[src/rtl/lpht_pkg.sv]
// Shared types, constants and codes of the linear probing hash table.
// No dependencies.
package lpht_pkg;

  localparam int unsigned SLOTS       = 8;
  localparam int unsigned SLOT_W      = (SLOTS > 1) ? $clog2(SLOTS) : 1;
  localparam int unsigned HEAD_W      = 64;
  localparam int unsigned TAIL_W      = 8;
  localparam int unsigned KEY_W       = HEAD_W + TAIL_W;
  localparam int unsigned REQ_W       = 2;
  localparam int unsigned CODE_W      = 3;
  localparam int unsigned IDX_OUT_W   = 3;
  localparam int unsigned OUT_DATA_W  = 8;
  localparam int unsigned SUM_W       = 9;
  localparam int unsigned RECIP_SHIFT = 16;
  localparam int unsigned RECIP_W     = 16;
  localparam int unsigned PROD_W      = SUM_W + RECIP_W;
  localparam int unsigned MUL_W       = 2 * SUM_W;
  localparam int unsigned RECIP       = (1 << RECIP_SHIFT) / SLOTS;

  localparam logic [SLOT_W-1:0] LAST_IDX  = SLOT_W'(SLOTS - 1);
  localparam logic [SUM_W-1:0]  SLOTS_V   = SUM_W'(SLOTS);
  localparam logic [RECIP_W-1:0] RECIP_V  = RECIP_W'(RECIP);

  localparam logic [REQ_W-1:0] REQ_INSERT = 2'd0;
  localparam logic [REQ_W-1:0] REQ_REMOVE = 2'd1;
  localparam logic [REQ_W-1:0] REQ_LOOKUP = 2'd2;

  localparam logic [CODE_W-1:0] RC_INSERTED  = 3'd0;
  localparam logic [CODE_W-1:0] RC_FULL      = 3'd1;
  localparam logic [CODE_W-1:0] RC_REMOVED   = 3'd2;
  localparam logic [CODE_W-1:0] RC_NOT_FOUND = 3'd3;
  localparam logic [CODE_W-1:0] RC_FOUND     = 3'd4;

  typedef enum logic [1:0] {
    ST_FREE     = 2'd0,
    ST_OCCUPIED = 2'd1,
    ST_REMOVED  = 2'd2
  } slot_st_e;

  typedef enum logic [2:0] {
    FSM_IDLE  = 3'b001,
    FSM_HASH  = 3'b010,
    FSM_PROBE = 3'b100
  } fsm_e;

  typedef struct packed {
    logic load;
    logic hash;
    logic advance;
    logic finish;
  } lpht_cmd_t;

  typedef struct packed {
    logic done;
  } lpht_sts_t;

endpackage

[src/rtl/lpht_ram.sv]
// Generic single-port-write, single-port-read RAM with registered read.
// No dependencies.
module lpht_ram #(
  parameter int unsigned WIDTH = 8,
  parameter int unsigned DEPTH = 8
) (
  input  logic                                     clk_i,
  input  logic                                     we_i,
  input  logic [((DEPTH > 1) ? $clog2(DEPTH) : 1)-1:0] waddr_i,
  input  logic [WIDTH-1:0]                         wdata_i,
  input  logic [((DEPTH > 1) ? $clog2(DEPTH) : 1)-1:0] raddr_i,
  output logic [WIDTH-1:0]                         rdata_o
);

  logic [WIDTH-1:0] mem_q [DEPTH];

  always_ff @(posedge clk_i) begin
    if (we_i) begin
      mem_q[waddr_i] <= wdata_i;
    end
    rdata_o <= mem_q[raddr_i];
  end

endmodule

[src/rtl/lpht_ctrl.sv]
// Sequencer of the hash table: accept, hash, probe, hand off the result.
// Depends on lpht_pkg.
module lpht_ctrl (
  input  logic              clk_i,
  input  logic              rst_ni,
  input  logic              in_valid_i,
  output logic              in_ready_o,
  output logic              out_valid_o,
  input  logic              out_ready_i,
  output lpht_pkg::lpht_cmd_t cmd_o,
  input  lpht_pkg::lpht_sts_t sts_i
);

  lpht_pkg::fsm_e state_q, state_d;
  logic           out_valid_q, out_valid_d;
  logic           out_free;

  assign out_free    = !out_valid_q || out_ready_i;
  assign in_ready_o  = (state_q == lpht_pkg::FSM_IDLE);
  assign out_valid_o = out_valid_q;

  always_comb begin
    state_d = state_q;
    cmd_o   = '0;
    unique case (state_q)
      lpht_pkg::FSM_IDLE: begin
        if (in_valid_i) begin
          cmd_o.load = 1'b1;
          state_d    = lpht_pkg::FSM_HASH;
        end
      end
      lpht_pkg::FSM_HASH: begin
        cmd_o.hash = 1'b1;
        state_d    = lpht_pkg::FSM_PROBE;
      end
      lpht_pkg::FSM_PROBE: begin
        if (!sts_i.done) begin
          cmd_o.advance = 1'b1;
        end else if (out_free) begin
          cmd_o.finish = 1'b1;
          state_d      = lpht_pkg::FSM_IDLE;
        end
      end
      default: state_d = lpht_pkg::FSM_IDLE;
    endcase
  end

  always_comb begin
    if (cmd_o.finish) begin
      out_valid_d = 1'b1;
    end else if (out_ready_i) begin
      out_valid_d = 1'b0;
    end else begin
      out_valid_d = out_valid_q;
    end
  end

  always_ff @(posedge clk_i or negedge rst_ni) begin
    if (!rst_ni) begin
      state_q     <= lpht_pkg::FSM_IDLE;
      out_valid_q <= 1'b0;
    end else begin
      state_q     <= state_d;
      out_valid_q <= out_valid_d;
    end
  end

endmodule

[src/rtl/lpht_dp.sv]
// Datapath of the hash table: request registers, home slot, slot status,
// key RAM, probe index and result register. Depends on lpht_pkg, lpht_ram.
module lpht_dp (
  input  logic                              clk_i,
  input  logic                              rst_ni,
  input  lpht_pkg::lpht_cmd_t               cmd_i,
  output lpht_pkg::lpht_sts_t               sts_o,
  input  logic [lpht_pkg::REQ_W-1:0]        req_type_i,
  input  logic [lpht_pkg::HEAD_W-1:0]       key_head_i,
  input  logic [lpht_pkg::TAIL_W-1:0]       key_tail_i,
  output logic [lpht_pkg::CODE_W-1:0]       result_code_o,
  output logic [lpht_pkg::IDX_OUT_W-1:0]    slot_index_o
);

  logic [lpht_pkg::REQ_W-1:0]     req_q;
  logic [lpht_pkg::HEAD_W-1:0]    head_q;
  logic [lpht_pkg::TAIL_W-1:0]    tail_q;
  logic [lpht_pkg::SUM_W-1:0]     sum_q;
  logic [lpht_pkg::SUM_W-1:0]     sum_in;
  logic [lpht_pkg::PROD_W-1:0]    prod_q;
  logic [lpht_pkg::SLOT_W-1:0]    idx_q, idx_d, idx_next;
  logic [lpht_pkg::SLOT_W-1:0]    cnt_q, cnt_d;
  logic [lpht_pkg::SLOT_W-1:0]    home;
  logic [lpht_pkg::SUM_W-1:0]     quot;
  logic [lpht_pkg::MUL_W-1:0]     rem_wide;
  logic [lpht_pkg::SUM_W-1:0]     rem;
  logic [lpht_pkg::KEY_W-1:0]     rdata;
  logic [lpht_pkg::SLOT_W+lpht_pkg::IDX_OUT_W-1:0] idx_ext;
  logic [lpht_pkg::IDX_OUT_W-1:0] slot3;
  lpht_pkg::slot_st_e             status_q [lpht_pkg::SLOTS];
  lpht_pkg::slot_st_e             st;
  logic                           key_hit, last, done;
  logic                           do_write, do_remove;
  logic [lpht_pkg::CODE_W-1:0]    code;
  logic [lpht_pkg::IDX_OUT_W-1:0] slot;
  logic [lpht_pkg::CODE_W-1:0]    code_q;
  logic [lpht_pkg::IDX_OUT_W-1:0] slot_q;

  assign sum_in = lpht_pkg::SUM_W'(key_head_i[7:0]) + lpht_pkg::SUM_W'(key_head_i[15:8]);

  // reciprocal quotient estimate is low by at most one
  always_comb begin
    quot     = prod_q[lpht_pkg::RECIP_SHIFT +: lpht_pkg::SUM_W];
    rem_wide = lpht_pkg::MUL_W'(sum_q)
             - lpht_pkg::MUL_W'(quot) * lpht_pkg::MUL_W'(lpht_pkg::SLOTS_V);
    rem      = rem_wide[lpht_pkg::SUM_W-1:0];
    if (rem >= lpht_pkg::SLOTS_V) begin
      rem = rem - lpht_pkg::SLOTS_V;
    end
    home = rem[lpht_pkg::SLOT_W-1:0];
  end

  assign idx_next = (idx_q == lpht_pkg::LAST_IDX) ? '0 : idx_q + 1'b1;

  always_comb begin
    idx_d = idx_q;
    cnt_d = cnt_q;
    if (cmd_i.hash) begin
      idx_d = home;
      cnt_d = '0;
    end else if (cmd_i.advance) begin
      idx_d = idx_next;
      cnt_d = cnt_q + 1'b1;
    end
  end

  assign idx_ext = {{lpht_pkg::IDX_OUT_W{1'b0}}, idx_q};
  assign slot3   = idx_ext[lpht_pkg::IDX_OUT_W-1:0];
  assign st      = status_q[idx_q];
  assign key_hit = (rdata == {tail_q, head_q});
  assign last    = (cnt_q == lpht_pkg::LAST_IDX);

  always_comb begin
    done      = 1'b1;
    do_write  = 1'b0;
    do_remove = 1'b0;
    code      = lpht_pkg::RC_NOT_FOUND;
    slot      = '0;
    unique case (req_q) inside
      lpht_pkg::REQ_INSERT: begin
        if (st != lpht_pkg::ST_OCCUPIED) begin
          do_write = 1'b1;
          code     = lpht_pkg::RC_INSERTED;
          slot     = slot3;
        end else begin
          done = last;
          code = lpht_pkg::RC_FULL;
        end
      end
      lpht_pkg::REQ_REMOVE, lpht_pkg::REQ_LOOKUP: begin
        if (st == lpht_pkg::ST_OCCUPIED && key_hit) begin
          slot = slot3;
          if (req_q == lpht_pkg::REQ_REMOVE) begin
            do_remove = 1'b1;
            code      = lpht_pkg::RC_REMOVED;
          end else begin
            code = lpht_pkg::RC_FOUND;
          end
        end else begin
          done = (st == lpht_pkg::ST_FREE) || last;
        end
      end
      default: done = 1'b1;
    endcase
  end

  assign sts_o.done = done;

  lpht_ram #(
    .WIDTH(lpht_pkg::KEY_W),
    .DEPTH(lpht_pkg::SLOTS)
  ) u_key_ram (
    .clk_i  (clk_i),
    .we_i   (cmd_i.finish && do_write),
    .waddr_i(idx_q),
    .wdata_i({tail_q, head_q}),
    .raddr_i(idx_d),
    .rdata_o(rdata)
  );

  always_ff @(posedge clk_i or negedge rst_ni) begin
    if (!rst_ni) begin
      for (int i = 0; i < lpht_pkg::SLOTS; i++) begin
        status_q[i] <= lpht_pkg::ST_FREE;
      end
    end else if (cmd_i.finish) begin
      if (do_write) begin
        status_q[idx_q] <= lpht_pkg::ST_OCCUPIED;
      end else if (do_remove) begin
        status_q[idx_q] <= lpht_pkg::ST_REMOVED;
      end
    end
  end

  always_ff @(posedge clk_i) begin
    idx_q <= idx_d;
    cnt_q <= cnt_d;
    if (cmd_i.load) begin
      req_q  <= req_type_i;
      head_q <= key_head_i;
      tail_q <= key_tail_i;
      sum_q  <= sum_in;
      prod_q <= lpht_pkg::PROD_W'(sum_in) * lpht_pkg::PROD_W'(lpht_pkg::RECIP_V);
    end
    if (cmd_i.finish) begin
      code_q <= code;
      slot_q <= slot;
    end
  end

  assign result_code_o = code_q;
  assign slot_index_o  = slot_q;

endmodule

[src/rtl/linear_probe_hash_table.sv]
// Top level of the linear probing hash table of nine-byte keys.
// Depends on lpht_pkg, lpht_ctrl, lpht_dp.
//
// Usage:
//   Input channel s_axis: one request per item. tuser carries the request
//   kind (insert, remove, look up), tdata the key, nine bytes.
//   Output channel m_axis: exactly one result per request, in order. tuser
//   carries the result code, tdata the slot index.
//   A request is hashed, then probes one slot per cycle from its home
//   slot, limited by the single read port of the key RAM; it stops at a
//   usable slot, a match, a free slot, or after all slots. One request is
//   handled at a time: the block takes no new item until the last one has
//   finished its probes and handed its result to the output register.
//   The result sits in an output register: a new request is accepted while
//   it waits. If the receiver stalls, the next request holds in its last
//   probe until the output register frees up.
//   Reset clears every slot to free and empties the output register; the
//   block is ready for an item as soon as reset is released.
module linear_probe_hash_table (
  input  logic        clk_i,
  input  logic        rst_ni,
  input  logic        s_axis_tvalid_i,
  output logic        s_axis_tready_o,
  input  logic [71:0] s_axis_tdata_i,   // key_head [63:0], key_tail [71:64]
  input  logic [1:0]  s_axis_tuser_i,   // req_type [1:0]
  output logic        m_axis_tvalid_o,
  input  logic        m_axis_tready_i,
  output logic [7:0]  m_axis_tdata_o,   // slot_index [2:0], zero [7:3]
  output logic [2:0]  m_axis_tuser_o    // result_code [2:0]
);

  lpht_pkg::lpht_cmd_t              cmd;
  lpht_pkg::lpht_sts_t              sts;
  logic [lpht_pkg::IDX_OUT_W-1:0]   slot_index;

  lpht_ctrl u_ctrl (
    .clk_i      (clk_i),
    .rst_ni     (rst_ni),
    .in_valid_i (s_axis_tvalid_i),
    .in_ready_o (s_axis_tready_o),
    .out_valid_o(m_axis_tvalid_o),
    .out_ready_i(m_axis_tready_i),
    .cmd_o      (cmd),
    .sts_i      (sts)
  );

  lpht_dp u_dp (
    .clk_i        (clk_i),
    .rst_ni       (rst_ni),
    .cmd_i        (cmd),
    .sts_o        (sts),
    .req_type_i   (s_axis_tuser_i),
    .key_head_i   (s_axis_tdata_i[63:0]),
    .key_tail_i   (s_axis_tdata_i[71:64]),
    .result_code_o(m_axis_tuser_o),
    .slot_index_o (slot_index)
  );

  assign m_axis_tdata_o = {{(lpht_pkg::OUT_DATA_W - lpht_pkg::IDX_OUT_W){1'b0}}, slot_index};

endmodule

[config.mk]
export PLATFORM = sky130hd
export DESIGN_NAME = linear_probe_hash_table
export DESIGN_NICKNAME = d
export VERILOG_FILES = /design/src/rtl/lpht_pkg.sv /design/src/rtl/lpht_ram.sv /design/src/rtl/lpht_ctrl.sv /design/src/rtl/lpht_dp.sv /design/src/rtl/linear_probe_hash_table.sv
export SDC_FILE = /design/constraint.sdc
export NUM_CORES = 1
export LEC_CHECK = 0
export BUFFER_PORTS_ARGS = -buffer_cell sky130_fd_sc_hd__buf_2
export CAP_MARGIN = 20
export CORE_UTILIZATION = 65
export CTS_CLUSTER_DIAMETER = 40
export DETAILED_ROUTE_END_ITERATION = 7
export HOLD_SLACK_MARGIN = 0.05
export PLACE_DENSITY = 0.81
export SLEW_MARGIN = 40
export SYNTH_ARGS = -nofsm -noshare
export SYNTH_HDL_FRONTEND = slang
export SYNTH_SLANG_ARGS = --single-unit
[constraint.sdc]
create_clock -name clk_i -period 11.5 [get_ports clk_i]
set_input_delay 0 -clock clk_i [delete_from_list [all_inputs] [get_ports clk_i]]
set_output_delay 0 -clock clk_i [all_outputs]
set_load 0.1 [all_outputs]
==> run summary, run 1 <==
The synthesized netlist contains 52 unique library cells. The worst setup path is launched from a flip-flop. The worst setup path is captured at a flip-flop.

The weighted congestion at the end of routability-driven global placement came out at 0.767. The total I/O pin count came out at 91. The post-synthesis instance area came out at 0.0287 sq mm. The H-tree level count came out at 3. The critical hold path startpoint is s_axis_tdata_i[32]. The pre-antenna-repair detailed-routing pass consisted of 7 iterations.

The headroom to the max-slew limit came out at 42.0%. After floorplanning, the core was divided into 76 placement rows. The instance count of the mapped netlist is 1509. Clock-pin slew was measured on the worst setup and hold paths at 0.07 ns.

The total area inside the core boundary comes to 0.0433 sq mm. Data on the critical path arrives at its endpoint at 6.18 ns. The count of nets left with antenna violations once routing finished came out at 0. The worst vdd rail ir drop is 222 uV.

The completed layout was analyzed and its total power is 8.61 mW. The number of antenna violations at the first check in global routing is 4. After detailed routing, the average wire length per cell comes to 26.4 microns.

The setup-violating endpoint count in the final report came out at 0. The worst hold path belongs to the class in2reg. For this run, the top clock speed supported by timing is 0.175 GHz. The share of post-route cells with drive strength above 1 came out at 27.6%. The die extent in y came out at 212 microns. The first global-routing pass estimated 93.9 mm of wire.

The largest net degree at the start of global routing is 65. The area growth from synthesis to layout is 17.5%. The setup skew after layout is 0.0554 ns. The horizontal die dimension came out at 212 microns. Summing the sequential cell areas from Yosys gives 76.2% of the chip area. The origin of the worst setup path is u_dp.head_q[53]$_DFFE_PP_. The total power per unit cell area is 256 mW/mm^2. For the final routed database, the setup TNS stands at 0 ns. The highest net fanout along the worst path came out at 64. The starting utilization of the core area is 66.3%. Together, buffers and inverters on the worst path number 4.

The worst reg-to-reg setup slack is 5.80 ns. 0 antenna diodes ended up in the layout. In this run, synthesis produced a sequential element count of 757.

Setup repair after global routing left no endpoint under its margin. The layout net count is 1818. The number of violations reported at the end of detailed-routing iteration 0 is 1532. The overall track demand over capacity in global routing is 29.0%. The most numerous cell type found on the critical path is buf_16. The Yosys warning count came out at 0. Counting every sink on the clock net gives 757. The buffer count from post-CTS setup fixing came out at 0. The count of port buffers added during placement is 85. At the pin with the least slew margin, the transition time is 0.870 ns. In this run the static leakage power is 11.9 nW. TritonCTS built the clock tree. The kind of cell with the highest combined delay along the critical path is simple AND/OR/NAND/NOR gates.

Traced cell by cell, the critical path runs through xor2_1 -> nor4_1 -> nand4_1 -> nor3_1 -> nand3_2 -> and2_1 -> a311oi_4 -> buf_4 -> buf_12 -> buf_16 -> buf_16 -> mux2_2 -> o22ai_1 -> a221oi_2. The number of buffers on the longest clock path is 3. The shortest clock period the worst path allows after layout is 5.70 ns. The number of max-capacitance violations reported is 0. The critical path data required time came out at 11.98 ns.

The cell at the root of the clock tree is clkbuf_16. The largest stage delay on the critical path came out at 0.73 ns. The average cell area after synthesis came out at 19.0 sq um. The total routed wirelength is 63.2 mm. The ratio of final minimum period to clock period is 49.6%.

The critical path in this run is classified as reg2reg. The TritonCTS buffer count came out at 87. The slowest stage of the critical path is the nor4_1 cell.

The flow ran to the end, and the final reports show no timing, DRC or antenna violations. Detailed routing inserted a total of 14.9k vias. The number of global-route vias before repair is 15.6k. The global-route congestion overflow total is 0. Summed over all nets, the half-perimeter wirelength after detailed placement is 31.3 mm.

The latest clock arrival within the worst-skew pair came out at 0.65 ns. The number of pins with negative max-slew slack in the final report came out at 0. The worst register-to-register path begins at u_dp.head_q[53]$_DFFE_PP_. After detailed routing, the number of remaining DRC violations is 0. The final hold violation count is 0. The die outline area came out at 0.0450 sq mm. In the routed layout, each cell is associated on average with a via count of 6.22.
[state kept, by name, indices dropped and copies added, names as in the netlist, named ones only]
name and count:
u_dp.u_key_ram.mem_q 576, u_dp.u_key_ram.rdata_o 72, u_dp.head_q 64, u_dp.tail_q 8
u_ctrl.state_q 3, u_dp.cnt_q 3, u_dp.idx_q 3, u_dp.prod_q 3
u_dp.result_code_o 3, u_dp.slot_index_o 3, u_dp.req_q 2, u_ctrl.out_valid_o 1
[where the power goes]
group	total, mW	internal (mW)	switching (mW)	leakage [nW]
Combinational	2.18	0.910	1.26	3.60
Sequential	3.58	3.35	0.237	6.87
Clock	2.86	1.68	1.18	1.44
[placed cells by master, fill, tap and decap left out, drive strengths merged, types with 27 or more instances in the layout]
cell,count
a221oi,73
buf,114
clkbuf,109
dfxtp,78
dlygate4sd3,88
edfxtp,659
inv,31
mux2,146
mux2i,151
nor2,27
o22ai,73
xor2,50
[synth_stat cells (all sizes together)]
| cell type | number | area (sq um) |
|---|---|---|
| a21o | 7 | 52.6 |
| xor2 | 50 | 438 |
| nor3b | 3 | 22.5 |
| o221ai | 1 | 15.0 |
| o32a | 1 | 10.0 |
| o21ai | 3 | 15.0 |
| and2 | 10 | 62.6 |
| a221oi | 73 | 1080 |
| nor3 | 6 | 41.3 |
| mux2 | 146 | 1640 |
| nand2 | 14 | 55.1 |
| clkbuf | 22 | 82.6 |
| nand3b | 1 | 7.51 |
| conb | 1 | 3.75 |
| inv | 14 | 52.6 |
| nor2 | 27 | 101 |
| xnor2 | 25 | 219 |
| a311o | 1 | 10.0 |
| nand3 | 4 | 30.0 |
| nand4 | 10 | 62.6 |
| edfxtp | 659 | 19800 |
| buf | 51 | 412 |
| o21ba | 1 | 10.0 |
| nand2b | 6 | 37.5 |
| fa | 1 | 20.0 |
| o21a | 1 | 7.51 |
| o211a | 1 | 10.0 |
| a221o | 1 | 10.0 |
| o31a | 1 | 10.0 |
| ha | 8 | 100 |
| or2 | 2 | 12.5 |
| nor4 | 14 | 87.6 |
| dfxtp | 78 | 1560 |
| o22ai | 73 | 457 |
| nor2b | 5 | 31.3 |
| dfstp | 1 | 26.3 |
| a21oi | 10 | 50.1 |
| and3 | 3 | 18.8 |
| and4 | 1 | 8.76 |
| a311oi | 2 | 17.5 |
| dfrtp | 19 | 475 |
| mux2i | 151 | 1510 |
| or3 | 1 | 6.26 |
[through the flow]
stage                     worst slack [ns]  hold WS, ns  instances  utilization [%]  cell area (sq um)
after global placement                6.37      -0.0386       2133             68.5              29600
after global routing                  5.67       0.0589       2391             77.9              33700
after floorplan                       4.25       -0.296       1513                -              28700
final                                 5.80       0.0609       2391             77.9              33700
after CTS                             5.94       0.0503       2390             77.8              33700
after detailed placement              6.07      -0.0307       2137             68.7              29700
[area by class of cell]
| cell class | count | area (sq um) |
|---|---|---|
| repair buffers | 202 | 1650 |
| well taps | 585 | 732 |
| inverters | 14 | 52.6 |
| flip-flops and latches | 757 | 21900 |
| clock buffers | 109 | 2320 |
| fillers | 2196 | 9580 |
| clock inverters | 55 | 699 |
| multi-input cells | 669 | 6380 |
[worst reg2reg max path, delay by kind of cell, from the launching register on]
| kind | cells | cell delay, ns |
|---|---|---|
| flip-flops | 1 | 0.52 |
| AO/OA/AOI/OAI | 3 | 0.64 |
| AND/OR/NAND/NOR | 5 | 1.93 |
| buffers and inverters | 4 | 1.72 |
| multiplexers | 1 | 0.48 |
| XOR/XNOR | 1 | 0.27 |
[metal layers]
metal,wire length [microns],vias to the layer above,global-route usage (%)
met5,23,-,0
met4,2190,4,12.2
met3,4940,130,5.45
met2,30700,720,45.8
met1,25400,7556,40.2
li1,-,6470,-
[kinds of logic (layout without fill, tap and decap cells)]
kind of cell	Yosys count	count (layout)	synth area share [%]
AOI/OAI and AO/OA	176	176	6.11
xor gates and xnor gates	75	75	2.29
adders and majority gates	9	9	0.419
buffers and inverters	87	380	1.91
DFF	757	757	76.2
muxes	297	297	11.0
other	1	5	0.0131
and+or+nand+nor	107	107	2.04
[final timing paths]
kind,endpoint,cells after the start
worst max-delay path,u_dp.u_key_ram.rdata_o[38]$_DFF_P_,14
worst min-delay path,u_dp.head_q[32]$_DFFE_PP_,2
worst max register to register,u_dp.u_key_ram.rdata_o[38]$_DFF_P_,14
worst min register to register,flip-flop,1
max in group asynchronous,asynchronous set/reset pin,4
min in group asynchronous,u_ctrl.state_q[0]$_DFFE_PN1P_,3
[what timing repair did]
item,in CTS,in global routing
hold buffers,89,0
hold endpoints to repair,124,0
setup endpoints to repair,0,0
resized for setup,0,0
Power figures use the tool's default switching activity.
==> run 2: changes to the inputs <==
Settings changed: CORE_UTILIZATION 65 to 56, PLACE_DENSITY 0.81 to 0.74.
Clock period 11.5 ns to 4.7 ns, I/O delays scaled along.
==> run 2 against run 1 <==
Design area grew 2.0%. Via count shrank 3.5%. Final cell count grew 4.9%. Clock power grew to 2.6 times the previous value. Non-clock buffer count grew 18. Clock-buffer cell count is the same. Fmax grew 39%. Wire length shrank 7.2%. Clock skew shrank 0.025 ns. Sequential share of layout area shrank 1.3 points. Combinational power grew to 2.6 times the previous value.
==> run summary, run 2 (synthesis gave the netlist of run 1 again) <==
The element type at the critical path start is a flip-flop. Setup repair after global routing left no endpoint under its margin. The first global-routing pass estimated 89.9 mm of wire. The share of total power in the clock network came out at 34.1%.

In the layout the commonest cells are 659 x edfxtp_1, 151 x mux2i_1, 146 x mux2_2, 97 x clkbuf_16, 86 x buf_2. The starting utilization of the core area is 56.9%. The number of global-route vias before repair came out at 15.1k.

The TritonCTS buffer count came out at 95. The path type of the worst setup path is reg2reg. The number of detailed-route iterations in the first pass is 6. The latest clock arrival within the worst-skew pair is 0.63 ns. The proportion of power drawn by combinational gates is 25.7%. The total leakage power is 12.2 nW. The horizontal die dimension is 228 microns. For the pin with the worst max-slew slack, the measured transition is 0.777 ns. The endpoint arrival time on the critical path came out at 4.58 ns. Cell internal power was estimated by the tool at 15.2 mW. The post-detailed-route wirelength per cell is 23.4 microns. The clock tree from TritonCTS is yes. The post-DP HPWL is 31.7 mm. The switching share of power came out at 30.0%.

Once detail routing completed, the nets flagged for antenna violations numbered 0. Entering global routing, the biggest net connects 73 pins. The global-route congestion overflow total is 0. u_dp.u_key_ram.mem_q holds more flip-flops than any other register.

The share of post-route cells with drive strength above 1 is 29.5%. In the final layout, the registers with the most flip-flops are u_dp.u_key_ram.mem_q (576), u_dp.u_key_ram.rdata_o (72), u_dp.head_q (64). At the end of routability-driven placement, the weighted congestion stood at 0.805. The highest clock frequency the design can meet came out at 0.244 GHz. The overall track demand over capacity in global routing came out at 22.9%. The die extent in y is 228 microns.

The count of port buffers added during placement is 85. The total power per unit cell area is 631 mW/mm^2. The headroom to the max-slew limit came out at 47.7%. The repair_antennas step left the layout with diodes totalling 0. The placeable core region is 0.0504 sq mm. The worst setup slack after layout is 0.600 ns. CTS built an H-tree with a depth of 3. The net switching power of the design came out at 6.51 mW. The ratio of final minimum period to clock period is 87.2%. In this run the core area contains 82 standard-cell rows.

Leaving out fill and tap cells, the most frequent cell in the layout is edfxtp_1. The remaining routing DRC violations came out at 0. The layout net count came out at 1844. Across the routed clock network, the largest skew measured is 0.0301 ns. The number of pins with negative max-slew slack in the final report came out at 0. After clock tree synthesis, the clock-pin slew on the worst setup and hold paths is 0.06 ns. The total number of vias is 14.4k.

The shortest clock period the worst path allows after layout is 4.10 ns. The minimum setup slack after placement came out at 0.623 ns. Once the clock tree was built, the setup fixing pass inserted 0 buffers. CTS placed an instance of clkbuf_16 at the clock tree root. The number of violations reported at the end of detailed-routing iteration 0 is 1234. The number of max-capacitance violations reported is 0. The number of flip-flops under the largest register name is 576. The final hold violation count is 0. The setup-violating endpoint count in the final report is 0.

For this design, the sink count on the clock tree is 757. STA classifies the critical path endpoint as a flip-flop. From synthesis to final layout, the design area changed by 19.8%. The number of buffers on the longest clock path came out at 3.

STA puts the critical path data required time at 5.18 ns. The worst vdd rail ir drop is 483 uV. The highest net fanout along the worst path came out at 47. The worst hold path belongs to the class in2reg.

The die outline area came out at 0.0521 sq mm. The number of antenna violations at the first check in global routing came out at 0. The average vias per placed instance came out at 5.72. The total routed wirelength came out at 58.7 mm. The share of total power dissipated in sequential elements is 40.3%. The sum of negative setup slack is 0 ns. The total I/O pin count came out at 91. The run finished with clean final reports.
[run 2: cell types whose count changed in the layout (fill, tap and decap cells not counted), moves of 7 or more]
cell and change:
buf_12 +21, buf_4 +16, clkbuf_16 +10, clkinv_4 +9, buf_6 -7, clkbuf_1 -7
dlygate4sd3_1 -7
[run 2: metrics by stage]
step / power (mW) / utilization [%] / hold slack, ns / cells / cell area (sq um)
finish: 21.7 / 68.2 / 0.0792 / 2508 / 34400
global route: 22.5 / 68.2 / 0.0570 / 2508 / 34400
CTS: 21.8 / 68.2 / 0.0518 / 2508 / 34400
detailed placement: 14.4 / 60.0 / -0.0248 / 2250 / 30200
global placement: 14.2 / 60.0 / -0.0322 / 2250 / 30200
floorplan: 12.8 / - / -0.296 / 1513 / 28700
[run 2: path summary, 6_finish.rpt]
kind	endpoint	slack (ns)	startpoint	cells past startpoint
setup reg to reg	u_dp.u_key_ram.rdata_o[45]$_DFF_P_	0.60	u_dp.head_q[33]$_DFFE_PP_	12
max in group asynchronous	asynchronous set/reset pin	3.89	rst_ni	4
setup / recovery	u_dp.u_key_ram.rdata_o[45]$_DFF_P_	0.60	u_dp.head_q[33]$_DFFE_PP_	12
hold / removal	u_dp.head_q[15]$_DFFE_PP_	0.08	s_axis_tdata_i[15]	2
hold reg to reg	flip-flop	0.49	flip-flop	1
min in group asynchronous	u_ctrl.state_q[0]$_DFFE_PN1P_	0.39	rst_ni	3
[run 2: what timing repair did]
| action | 4_1_cts | 5_1_grt |
|---|---|---|
| gates resized for setup | 0 | 0 |
| hold endpoints to repair | 122 | 0 |
| hold buffers | 82 | 0 |
[run 2: area by class of cell]
cell class | instances | area [sq um]
Sequential cell | 757 | 21900
Timing Repair Buffer | 220 | 1910
Inverter | 14 | 52.6
Tap cell | 672 | 841
Clock inverter | 67 | 800
Multi-Input combinational cell | 669 | 6400
Fill cell | 3131 | 16000
Clock buffer | 109 | 2500
[run 2: critical path, cell delays in order (launching register included)]
cell	delay, ns
edfxtp_1	0.53
xor2_1	0.22
nor4_1	0.69
nand4_1	0.28
nor3_1	0.38
nand3_2	0.12
and2_1	0.22
a311oi_4	0.35
buf_12	0.20
buf_12	0.28
mux2_2	0.39
o22ai_1	0.18
a221oi_2	0.06
[run 2: power by group through the flow]
stage	combinational [mW]	clock [mW]	sequential, mW
3_5_place_dp	5.51	0	8.86
5_1_grt	5.91	7.76	8.81
6_report	5.57	7.39	8.74
2_1_floorplan	4.14	0	8.68
3_3_place_gp	5.39	0	8.82
4_1_cts	5.61	7.48	8.73
[run 2: metal layers]
| layer | global-route usage [%] | vias up | routed length (microns) |
|---|---|---|---|
| li1 | - | 6532 | - |
| met1 | 31.3 | 7305 | 25500 |
| met2 | 38.0 | 421 | 28900 |
| met3 | 4.09 | 95 | 2940 |
| met4 | 6.80 | 0 | 1410 |
| met5 | 0 | - | 0 |
